File: src/hdl/rtp_dpk_pkg.sv
// ----------------------------------------------------------------------------
// RTP H.264 depacketizer package
// Shared constants and the command word passed from front end to back end.
// ----------------------------------------------------------------------------
package rtp_dpk_pkg;

    // byte positions inside an RTP packet
    localparam logic [3:0] POS_FIRST   = 4'd0;
    localparam logic [3:0] POS_MARKER  = 4'd1;
    localparam logic [3:0] POS_NAL_HDR = 4'd12;
    localparam logic [3:0] POS_FU_HDR  = 4'd13;
    localparam logic [3:0] POS_MAX     = 4'd14;

    // NAL header fields
    localparam logic [4:0] NAL_TYPE_FU_A = 5'h1c;
    localparam logic [7:0] NRI_MASK      = 8'he0;
    localparam logic [7:0] TYPE_MASK     = 8'h1f;
    localparam logic [7:0] IDR_HDR       = 8'h65;
    localparam logic [7:0] IDR_HDR_LOW   = 8'h25;

    // start code bytes
    localparam logic [7:0] SC_ZERO = 8'h00;
    localparam logic [7:0] SC_ONE  = 8'h01;

    // back end phases: data byte, then four start code bytes
    localparam logic [2:0] PH_DATA     = 3'd0;
    localparam logic [2:0] PH_SC_FIRST = 3'd1;
    localparam logic [2:0] PH_SC_LAST  = 3'd4;

    typedef struct packed {
        logic       has_byte;  // emit data
        logic [7:0] data;
        logic       has_sc;    // append 00 00 00 01
        logic       pend;      // last result ends a kept packet
    } t_cmd;

endpackage

File: src/hdl/rtp_dpk_if.sv
// ----------------------------------------------------------------------------
// RTP H.264 depacketizer channels
// Valid/ready channels for packet bytes, stream bytes and configuration.
// ----------------------------------------------------------------------------
interface rtp_dpk_in_if;
    logic       valid;
    logic       ready;
    logic [7:0] in_byte;
    logic       first_packet;
    logic       packet_last;

    modport source (output valid, output in_byte, output first_packet,
                    output packet_last, input ready);
    modport sink   (input valid, input in_byte, input first_packet,
                    input packet_last, output ready);
endinterface

interface rtp_dpk_out_if;
    logic       valid;
    logic       ready;
    logic [7:0] out_byte;
    logic       packet_end;
    logic       run_last;

    modport source (output valid, output out_byte, output packet_end,
                    output run_last, input ready);
    modport sink   (input valid, input out_byte, input packet_end,
                    input run_last, output ready);
endinterface

interface rtp_dpk_cfg_if;
    logic valid;
    logic ready;
    logic gate_enable;

    modport source (output valid, output gate_enable, input ready);
    modport sink   (input valid, input gate_enable, output ready);
endinterface

File: src/hdl/rtp_h264_depacketizer.sv
// ----------------------------------------------------------------------------
// RTP H.264 depacketizer (FU-A aware)
// i_in carries raw RTP bytes, one per transfer, with packet_last on the final
// byte and first_packet sampled with byte 0. o_out carries the H.264 byte
// stream; run_last marks the final result of an input byte and packet_end the
// final result of a kept packet. i_cfg writes gate_enable (IDR gate); it is
// always ready and should be written only while the block is idle.
// One input byte is taken per cycle while the command queue has room; each
// byte yields 0..5 results, so the output side runs at one result per cycle
// while commands wait and the receiver is ready. A result passes from the
// front end through the queue into the output register. A start code burst
// occupies the back end for its four bytes; the queue absorbs input meanwhile.
// Reset (synchronous, active low) clears packet position, gate state, queue
// and output valid. If the receiver stalls, the output register holds, the
// queue fills, and i_in.ready drops once FIFO_DEPTH commands are waiting.
// ----------------------------------------------------------------------------
module rtp_h264_depacketizer #(
    parameter int FIFO_DEPTH = 4
) (
    input  logic          i_clk,
    input  logic          i_rst_n,
    rtp_dpk_in_if.sink    i_in,
    rtp_dpk_out_if.source o_out,
    rtp_dpk_cfg_if.sink   i_cfg
);
    import rtp_dpk_pkg::*;

    logic accept;
    logic push;
    logic full;
    logic cmd_valid;
    logic pop;
    t_cmd push_cmd;
    t_cmd head_cmd;

    // input transfer whenever the queue has a free slot
    assign i_in.ready = !full;
    assign accept     = i_in.valid && i_in.ready;
    assign i_cfg.ready = 1'b1;

    rtp_dpk_front u_front (
        .i_clk          (i_clk),
        .i_rst_n        (i_rst_n),
        .i_accept       (accept),
        .i_in_byte      (i_in.in_byte),
        .i_first_packet (i_in.first_packet),
        .i_packet_last  (i_in.packet_last),
        .i_cfg_we       (i_cfg.valid),
        .i_cfg_gate     (i_cfg.gate_enable),
        .o_push         (push),
        .o_cmd          (push_cmd)
    );

    rtp_dpk_fifo #(
        .DEPTH (FIFO_DEPTH)
    ) u_fifo (
        .i_clk   (i_clk),
        .i_rst_n (i_rst_n),
        .i_push  (push),
        .i_data  (push_cmd),
        .o_full  (full),
        .i_pop   (pop),
        .o_valid (cmd_valid),
        .o_data  (head_cmd)
    );

    // back end: one result per cycle into the output register while it is empty or being read
    rtp_dpk_back u_back (
        .i_clk       (i_clk),
        .i_rst_n     (i_rst_n),
        .i_cmd_valid (cmd_valid),
        .i_cmd       (head_cmd),
        .o_pop       (pop),
        .o_valid     (o_out.valid),
        .i_ready     (o_out.ready),
        .o_byte      (o_out.out_byte),
        .o_pend      (o_out.packet_end),
        .o_last      (o_out.run_last)
    );

endmodule

File: src/hdl/rtp_dpk_front.sv
// ----------------------------------------------------------------------------
// RTP H.264 depacketizer front end
// Tracks packet position, FU-A state and the IDR gate; builds one command
// per packet byte that produces output.
// ----------------------------------------------------------------------------
module rtp_dpk_front (
    input  logic              i_clk,
    input  logic              i_rst_n,
    input  logic              i_accept,
    input  logic [7:0]        i_in_byte,
    input  logic              i_first_packet,
    input  logic              i_packet_last,
    input  logic              i_cfg_we,
    input  logic              i_cfg_gate,
    output logic              o_push,
    output rtp_dpk_pkg::t_cmd o_cmd
);
    import rtp_dpk_pkg::*;

    logic [3:0] r_pos,     n_pos;
    logic       r_marker,  n_marker;
    logic [7:0] r_ind,     n_ind;
    logic       r_frag,    n_frag;
    logic       r_passing, n_passing;
    logic       r_first,   n_first;
    logic       r_wait,    n_wait;
    logic       r_gate;

    logic       decide;
    logic       iframe;
    logic       cand;
    logic       gate_wait;
    logic       fu_start;
    logic [7:0] fu_hdr;

    assign fu_start = i_in_byte[7];
    assign fu_hdr   = (r_ind & NRI_MASK) | (i_in_byte & TYPE_MASK);

    always_comb begin
        n_pos     = r_pos;
        n_marker  = r_marker;
        n_ind     = r_ind;
        n_frag    = r_frag;
        n_passing = r_passing;
        n_first   = r_first;
        n_wait    = r_wait;
        decide    = 1'b0;
        iframe    = 1'b0;
        cand      = 1'b0;
        gate_wait = r_wait;
        o_cmd     = '0;
        o_cmd.data = i_in_byte;

        if (r_pos == POS_FIRST) begin
            n_first   = i_first_packet;
            n_passing = 1'b0;
            n_frag    = 1'b0;
            n_marker  = 1'b0;
            n_ind     = '0;
        end
        if (r_pos == POS_MARKER) begin
            n_marker = i_in_byte[7];
        end

        if (r_pos == POS_NAL_HDR) begin
            if (i_in_byte[4:0] == NAL_TYPE_FU_A) begin
                n_ind  = i_in_byte;
                n_frag = 1'b1;
                decide = i_packet_last;  // FU-A cut at indicator: non-IDR
            end else begin
                decide = 1'b1;
                iframe = (i_in_byte == IDR_HDR);
                cand   = 1'b1;
            end
        end else if (r_pos == POS_FU_HDR) begin
            if (r_frag) begin
                decide     = 1'b1;
                iframe     = fu_start && (fu_hdr == IDR_HDR || fu_hdr == IDR_HDR_LOW);
                cand       = fu_start;
                o_cmd.data = fu_hdr;
            end else begin
                cand = 1'b1;
            end
        end else if (r_pos >= POS_MAX) begin
            cand = 1'b1;
        end

        if (decide) begin
            if (!r_gate) begin
                n_passing = 1'b1;
            end else begin
                if (n_first && !iframe) begin
                    gate_wait = 1'b1;
                end
                if (gate_wait && iframe) begin
                    gate_wait = 1'b0;
                end
                n_wait    = gate_wait;
                n_passing = !gate_wait;
            end
        end

        o_cmd.has_byte = cand && n_passing;

        if (i_packet_last) begin
            if (r_pos >= POS_NAL_HDR && n_passing) begin
                o_cmd.has_sc = n_marker;
                o_cmd.pend   = 1'b1;
            end
            n_pos = POS_FIRST;
        end else if (r_pos < POS_MAX) begin
            n_pos = r_pos + 4'd1;
        end
    end

    assign o_push = i_accept && (o_cmd.has_byte || o_cmd.has_sc);

    always_ff @(posedge i_clk) begin
        if (!i_rst_n) begin
            r_pos     <= POS_FIRST;
            r_marker  <= 1'b0;
            r_ind     <= '0;
            r_frag    <= 1'b0;
            r_passing <= 1'b0;
            r_first   <= 1'b0;
            r_wait    <= 1'b0;
        end else if (i_accept) begin
            r_pos     <= n_pos;
            r_marker  <= n_marker;
            r_ind     <= n_ind;
            r_frag    <= n_frag;
            r_passing <= n_passing;
            r_first   <= n_first;
            r_wait    <= n_wait;
        end
    end

    always_ff @(posedge i_clk) begin
        if (!i_rst_n) begin
            r_gate <= 1'b0;
        end else if (i_cfg_we) begin
            r_gate <= i_cfg_gate;
        end
    end

endmodule

File: src/hdl/rtp_dpk_fifo.sv
// ----------------------------------------------------------------------------
// RTP H.264 depacketizer command queue
// Small register queue decoupling the front end from the back end.
// ----------------------------------------------------------------------------
module rtp_dpk_fifo #(
    parameter int DEPTH = 4
) (
    input  logic              i_clk,
    input  logic              i_rst_n,
    input  logic              i_push,
    input  rtp_dpk_pkg::t_cmd i_data,
    output logic              o_full,
    input  logic              i_pop,
    output logic              o_valid,
    output rtp_dpk_pkg::t_cmd o_data
);
    import rtp_dpk_pkg::*;

    localparam int PW = (DEPTH > 1) ? $clog2(DEPTH) : 1;
    localparam int CW = $clog2(DEPTH + 1);
    localparam logic [PW-1:0] PTR_LAST = PW'(DEPTH - 1);
    localparam logic [CW-1:0] CNT_FULL = CW'(DEPTH);

    t_cmd          r_mem [DEPTH];
    logic [PW-1:0] r_wr_ptr;
    logic [PW-1:0] r_rd_ptr;
    logic [CW-1:0] r_count;

    assign o_full  = (r_count == CNT_FULL);
    assign o_valid = (r_count != '0);
    assign o_data  = r_mem[r_rd_ptr];

    always_ff @(posedge i_clk) begin
        if (i_push) begin
            r_mem[r_wr_ptr] <= i_data;
        end
    end

    always_ff @(posedge i_clk) begin
        if (!i_rst_n) begin
            r_wr_ptr <= '0;
            r_rd_ptr <= '0;
            r_count  <= '0;
        end else begin
            if (i_push) begin
                r_wr_ptr <= (r_wr_ptr == PTR_LAST) ? '0 : r_wr_ptr + PW'(1);
            end
            if (i_pop) begin
                r_rd_ptr <= (r_rd_ptr == PTR_LAST) ? '0 : r_rd_ptr + PW'(1);
            end
            if (i_push && !i_pop) begin
                r_count <= r_count + CW'(1);
            end else if (!i_push && i_pop) begin
                r_count <= r_count - CW'(1);
            end
        end
    end

endmodule

File: src/hdl/rtp_dpk_back.sv
// ----------------------------------------------------------------------------
// RTP H.264 depacketizer back end
// Expands each command into its data byte and start code into a registered
// output stage.
// ----------------------------------------------------------------------------
module rtp_dpk_back (
    input  logic              i_clk,
    input  logic              i_rst_n,
    input  logic              i_cmd_valid,
    input  rtp_dpk_pkg::t_cmd i_cmd,
    output logic              o_pop,
    output logic              o_valid,
    input  logic              i_ready,
    output logic [7:0]        o_byte,
    output logic              o_pend,
    output logic              o_last
);
    import rtp_dpk_pkg::*;

    logic [2:0] r_phase, n_phase;
    logic       r_valid;
    logic [7:0] r_byte;
    logic       r_pend;
    logic       r_last;

    logic [2:0] phase;
    logic [7:0] res_byte;
    logic       res_last;
    logic       load;

    always_comb begin
        phase = r_phase;
        if (r_phase == PH_DATA && !i_cmd.has_byte) begin
            phase = PH_SC_FIRST;
        end
        if (phase == PH_DATA) begin
            res_byte = i_cmd.data;
        end else if (phase == PH_SC_LAST) begin
            res_byte = SC_ONE;
        end else begin
            res_byte = SC_ZERO;
        end
        res_last = (phase == PH_DATA && !i_cmd.has_sc) || (phase == PH_SC_LAST);
        load     = i_cmd_valid && (!r_valid || i_ready);
        n_phase  = r_phase;
        if (load) begin
            n_phase = res_last ? PH_DATA : phase + 3'd1;
        end
    end

    assign o_pop   = load && res_last;
    assign o_valid = r_valid;
    assign o_byte  = r_byte;
    assign o_pend  = r_pend;
    assign o_last  = r_last;

    always_ff @(posedge i_clk) begin
        if (!i_rst_n) begin
            r_phase <= PH_DATA;
            r_valid <= 1'b0;
        end else begin
            r_phase <= n_phase;
            if (load) begin
                r_valid <= 1'b1;
            end else if (i_ready) begin
                r_valid <= 1'b0;
            end
        end
    end

    always_ff @(posedge i_clk) begin
        if (load) begin
            r_byte <= res_byte;
            r_pend <= res_last && i_cmd.pend;
            r_last <= res_last;
        end
    end

endmodule

File: src/flat_wrapper.sv
// flat-port wrapper written by rule: the top's interface ports become plain ports
module rtp_h264_depacketizer_flat import rtp_dpk_pkg::*;
#(
    parameter int FIFO_DEPTH = 4
)
  (i_clk, i_rst_n, i_in_valid, i_in_in_byte, i_in_first_packet, i_in_packet_last, i_in_ready, o_out_valid, o_out_out_byte, o_out_packet_end, o_out_run_last, o_out_ready, i_cfg_valid, i_cfg_gate_enable, i_cfg_ready);
  rtp_dpk_in_if i_in_i ();
  rtp_dpk_out_if o_out_i ();
  rtp_dpk_cfg_if i_cfg_i ();
  input  logic i_clk;
  input  logic i_rst_n;
  input wire logic [$bits(i_in_i.valid)-1:0] i_in_valid;
  input wire logic [$bits(i_in_i.in_byte)-1:0] i_in_in_byte;
  input wire logic [$bits(i_in_i.first_packet)-1:0] i_in_first_packet;
  input wire logic [$bits(i_in_i.packet_last)-1:0] i_in_packet_last;
  output wire logic [$bits(i_in_i.ready)-1:0] i_in_ready;
  output wire logic [$bits(o_out_i.valid)-1:0] o_out_valid;
  output wire logic [$bits(o_out_i.out_byte)-1:0] o_out_out_byte;
  output wire logic [$bits(o_out_i.packet_end)-1:0] o_out_packet_end;
  output wire logic [$bits(o_out_i.run_last)-1:0] o_out_run_last;
  input wire logic [$bits(o_out_i.ready)-1:0] o_out_ready;
  input wire logic [$bits(i_cfg_i.valid)-1:0] i_cfg_valid;
  input wire logic [$bits(i_cfg_i.gate_enable)-1:0] i_cfg_gate_enable;
  output wire logic [$bits(i_cfg_i.ready)-1:0] i_cfg_ready;
  assign i_in_i.valid = i_in_valid;
  assign i_in_i.in_byte = i_in_in_byte;
  assign i_in_i.first_packet = i_in_first_packet;
  assign i_in_i.packet_last = i_in_packet_last;
  assign i_in_ready = i_in_i.ready;
  assign o_out_valid = o_out_i.valid;
  assign o_out_out_byte = o_out_i.out_byte;
  assign o_out_packet_end = o_out_i.packet_end;
  assign o_out_run_last = o_out_i.run_last;
  assign o_out_i.ready = o_out_ready;
  assign i_cfg_i.valid = i_cfg_valid;
  assign i_cfg_i.gate_enable = i_cfg_gate_enable;
  assign i_cfg_ready = i_cfg_i.ready;
  rtp_h264_depacketizer #(.FIFO_DEPTH(FIFO_DEPTH)) u_core (.i_clk(i_clk), .i_rst_n(i_rst_n), .i_in(i_in_i), .o_out(o_out_i), .i_cfg(i_cfg_i));
endmodule
File: config.mk
export PLATFORM = sky130hd
export DESIGN_NAME = rtp_h264_depacketizer_flat
export DESIGN_NICKNAME = d
export VERILOG_FILES = /design/src/hdl/rtp_dpk_pkg.sv /design/src/hdl/rtp_dpk_if.sv /design/src/hdl/rtp_h264_depacketizer.sv /design/src/hdl/rtp_dpk_front.sv /design/src/hdl/rtp_dpk_fifo.sv /design/src/hdl/rtp_dpk_back.sv /design/src/flat_wrapper.sv
export SDC_FILE = /design/constraint.sdc
export NUM_CORES = 1
export LEC_CHECK = 0
export BUFFER_PORTS_ARGS = -buffer_cell sky130_fd_sc_hd__buf_2
export CAP_MARGIN = 20
export CELL_PAD_IN_SITES_DETAIL_PLACEMENT = 0
export CELL_PAD_IN_SITES_GLOBAL_PLACEMENT = 1
export CORE_AREA = 2 2 93 95
export DETAILED_ROUTE_END_ITERATION = 6
export DIE_AREA = 0 0 95 97
export PLACE_DENSITY = 0.78
export SYNTH_ARGS = -nofsm -noshare
export SYNTH_HDL_FRONTEND = slang
export SYNTH_HIERARCHICAL = 1
export SYNTH_SLANG_ARGS = --single-unit
File: constraint.sdc
create_clock -name i_clk -period 3 [get_ports i_clk]
set_input_delay 0.15 -clock i_clk [delete_from_list [all_inputs] [get_ports i_clk]]
set_output_delay 0.15 -clock i_clk [all_outputs]
set_load 0.02 [all_outputs]
==> metrics.yaml <==
worst_setup_path:
  cpPeakStageDelay_ns: 0.40
  reg2reg_slack_ns: 0.16
  required_ns: 3.28
  cp_max_fo: 6
  critPathLaunchType: "flop"
  cpMostUsedCell: "ha_4"
  cp-end-kind: "flop"
  path_cells: "inv_2 > ha_4 > or3b_1 > a21oi_2 > o41ai_2 > nor3_2 > ha_4 > inv_1 > fa_1 > xor2_1 > or3_1 > a21boi_1"
  cp_num_buf_inv: 2
  worst_path_max_delay_cell: "or3b_1"
  critPathTopFamily: "simple AND/OR/NAND/NOR gates"
  worst-setup-path-type: "flop to flop"
  cp.arrival_ns: 3.12
detailed_routing:
  wl_met1_mm: 2.646
  route.detailed.drc: 0
  wl_mm: 6.132
  met2_wirelength_mm: 3.226
  wl_per_cell_um: 14.67
  route.met3.wl_um: 188
  drtAntennaViolNets: 0
  dr.first_iter.drc_count: 89
  vias_per_cell: 5.093
  vias: 2129
  routed.top_layer: "met4"
  drt_pass1_iterations: 4
timing:
  fin_skew_ns: 0.009776
  finalCriticalPeriod_ns: 2.840
  slew_viol_final: 0
  worst_slack_ns: 0.1597
  finalSetupViolations: 0
  finalHoldViolCount: 0
  setup_tns_ns: 0
  tightest_slew_ns: 0.5058
  relSlewSlack: 0.6602
  grt_setup_unrepaired: "no"
  clock.fmax_mhz: 352.1
  period_share: 0.9468
  hold_ws_ns: 0.04465
synth:
  synth_cells: 266
  synth_top_area_share: 0.4562
  async_reset_ff_frac: 0
  syn_area_um2: 3555
  syn-num-nets: 294
  yosys-top-cells-area: "edfxtp_1 46%, dfxtp_1 15%, mux4_2 6.3%, ha_1 3.9%, mux2i_1 2.5%"
  yosysTopAreaCell: "edfxtp_1"
  synth-edff-count: 54
  ys_warn_count: 6
  yosysUniqueCellTypes: 58
  synth_area_per_cell_um2: 13.36
  ys_ff_latch: 80
  synth_ff_type: "edfxtp_1"
  ys_seq_area_frac: 0.6026
job:
  drv_cap: 0
clock_network:
  cts_tree: "yes"
  cts.htree.levels: 3
  clk_path_buf_depth: 2
  cts.clk_slew.worst_paths_ns: 0.09
  clock-sinks: 80
  numCtsBuffers: 9
  ctsHoldBuffers: 0
  root_buffer: "clkbuf_8"
  clkLatencyLatePin_ns: 0.35
global_route:
  grt_first_pass_wirelength_mm: 10.14
  antenna_found_initial: 0
  overflow: 0
  grt_max_degree: 22
  grtUsageTotal: 0.1437
  grt_pass1_vias: 2171
power:
  power_frac_seq: 0.539
  leakage_nw: 1.539
  ir_worst_vdd_uv: 184.3
  p_sw_frac: 0.2215
  internal_power_w: 0.001697
  combinationalPowerShare: 0.041
  power_frac_clock: 0.420
  power_density_nw_per_um2: 523.3
  switchingPower_w: 0.0004831
finish:
  syn_to_final_growth_pct: 17.21
  fillers: 706
  nets: 336
  multiInputGateArea_um2: 1324
  drive_gt1_frac: 0.2971
  regArea_um2: 2148
  diodes: 0
  finalInstanceArea_um2: 4167
die:
  die-area_um2: 9215
  die_y_um: 97
  ios: 29
  die_w_um: 95
  core_area_um2: 8134
  initial_core_util: 0.4370
  rows: 33
placed_design:
  hpwlAfterDp_mm: 4.312
  gp_congestion: 0.7938
  pre_cts_slack_ns: 0.01752
  io_buffers: 27
  place_area_um2: 3850
min_path:
  hp-class: "primary input to flop"
outcome:
  outcome: "finished, final reports clean"
## metal layers
metal / global-route usage / up-vias
li1: - / 1055
met1: 0.1809 / 1031
met2: 0.2460 / 33
met3: 0.02336 / 10
met4: 0.05351 / 0
met5: 0 / -
## cell usage after synthesis, types with 2 or more instances
cell type and instances:
buf_2 2, and2_1 12, a21boi_0 2, and3_1 3
xnor2_1 2, a32o_1 2, ha_1 11, a21oi_1 5
mux2_2 2, mux4_2 10, nand4_1 2, buf_4 6
xor2_1 2, a41o_1 2, o21ai_0 6, nor2_1 19
nor3_1 6, mux2i_1 9, clkbuf_1 2, nand3_1 4
nor2b_1 8, dfxtp_1 26, or3_1 3, nand2_1 16
edfxtp_1 54, inv_1 18
## power groups by stage
stage / combinational, W / clock (W) / sequential, W
global route: 0.0000999 / 0.000974 / 0.00118
detailed placement: 0.0000808 / 0 / 0.00120
CTS: 0.0000812 / 0.000935 / 0.00117
finish: 0.0000890 / 0.000916 / 0.00118
global placement: 0.0000799 / 0 / 0.00120
floorplan: 0.0000519 / 0 / 0.00120
## logic make-up after synthesis
| group | Yosys count | synth area share |
|---|---|---|
| mux | 22 | 0.1024 |
| simple gates | 84 | 0.1257 |
| fa+ha+maj | 12 | 0.04435 |
| other cells | 1 | 0.001055 |
| buf+inv | 31 | 0.04294 |
| compound gates | 32 | 0.07111 |
| xor+xnor | 4 | 0.009857 |
| flops | 80 | 0.6026 |
## cell usage in the layout (no fill, tap or decap), types with 5 or more instances in the layout
cell type and n:
and2_1 12, buf_2 27, buf_4 16, clkbuf_8 9, dfxtp_1 23, edfxtp_1 54
ha_1 8, inv_1 15, mux2i_1 9, mux4_2 10, nand2_1 16, nor2_1 19
nor2b_1 8, o21ai_0 5
## metrics by stage
stage                       util  power (W)  std cells
final                     0.5122   0.002180        418
after global routing      0.5122   0.002250        418
after CTS                 0.5024   0.002192        416
after detailed placement  0.4733   0.001281        400
after global placement    0.4733   0.001280        400
after floorplan                -   0.001252        266
## flip-flops by register name (all words and copies together) (netlist names), named ones only
register	flops
u_core/u_front/r_passing	1
u_core/u_front/r_frag	1
u_core/u_front/r_marker	1
u_core/u_fifo/r_mem	44
u_core/u_fifo/r_count	3
u_core/u_fifo/r_wr_ptr	2
u_core/u_front/r_gate	1
u_core/u_back/o_valid	1
u_core/u_front/r_wait	1
u_core/u_fifo/r_rd_ptr	2
u_core/u_back/o_byte	8
u_core/u_back/r_phase	3
u_core/u_front/r_first	1
u_core/u_back/o_last	1
u_core/u_front/r_ind	3
u_core/u_back/o_pend	1
u_core/u_front/r_pos	4
## repair_timing
| action | in CTS | in global routing |
|---|---|---|
| setup endpoints to repair | 0 | 2 |
| buffers inserted | 0 | 2 |
| gates resized for setup | 0 | 19 |
## final cells by class
| type | instances | area share |
|---|---|---|
| timing repair buffer | 43 | 0.06126 |
| multi-input combinational | 155 | 0.3177 |
| sequential | 80 | 0.5156 |
| clock buffer | 9 | 0.02973 |
| tap | 105 | 0.03153 |
| inverter | 19 | 0.01712 |
| clock inverter | 7 | 0.02703 |
## final timing paths
| check | cells after the start | startpoint | end |
|---|---|---|---|
| max | 12 | u_core/u_front/r_pos[0] | u_core/u_fifo/r_count[2] |
| min | 1 | i_in_in_byte[2] | u_core/u_fifo/r_mem[0][4] |
| max reg2reg | 12 | u_core/u_front/r_pos[0] | u_core/u_fifo/r_count[2] |
| min reg2reg | 2 | u_core/u_front/r_marker | u_core/u_front/r_marker |
## worst register-to-register path, delay by kind of cell (launching register included)
family                     cells  cell delay (ns)
AOI/OAI and AO/OA              3             0.41
adders and majority gates      3             0.71
buffers and inverters          2             0.14
xor gates and xnor gates       1             0.16
DFF                            1             0.37
and+or+nand+nor                3             0.97
Note: power is estimated with default switching activity, not from simulation.
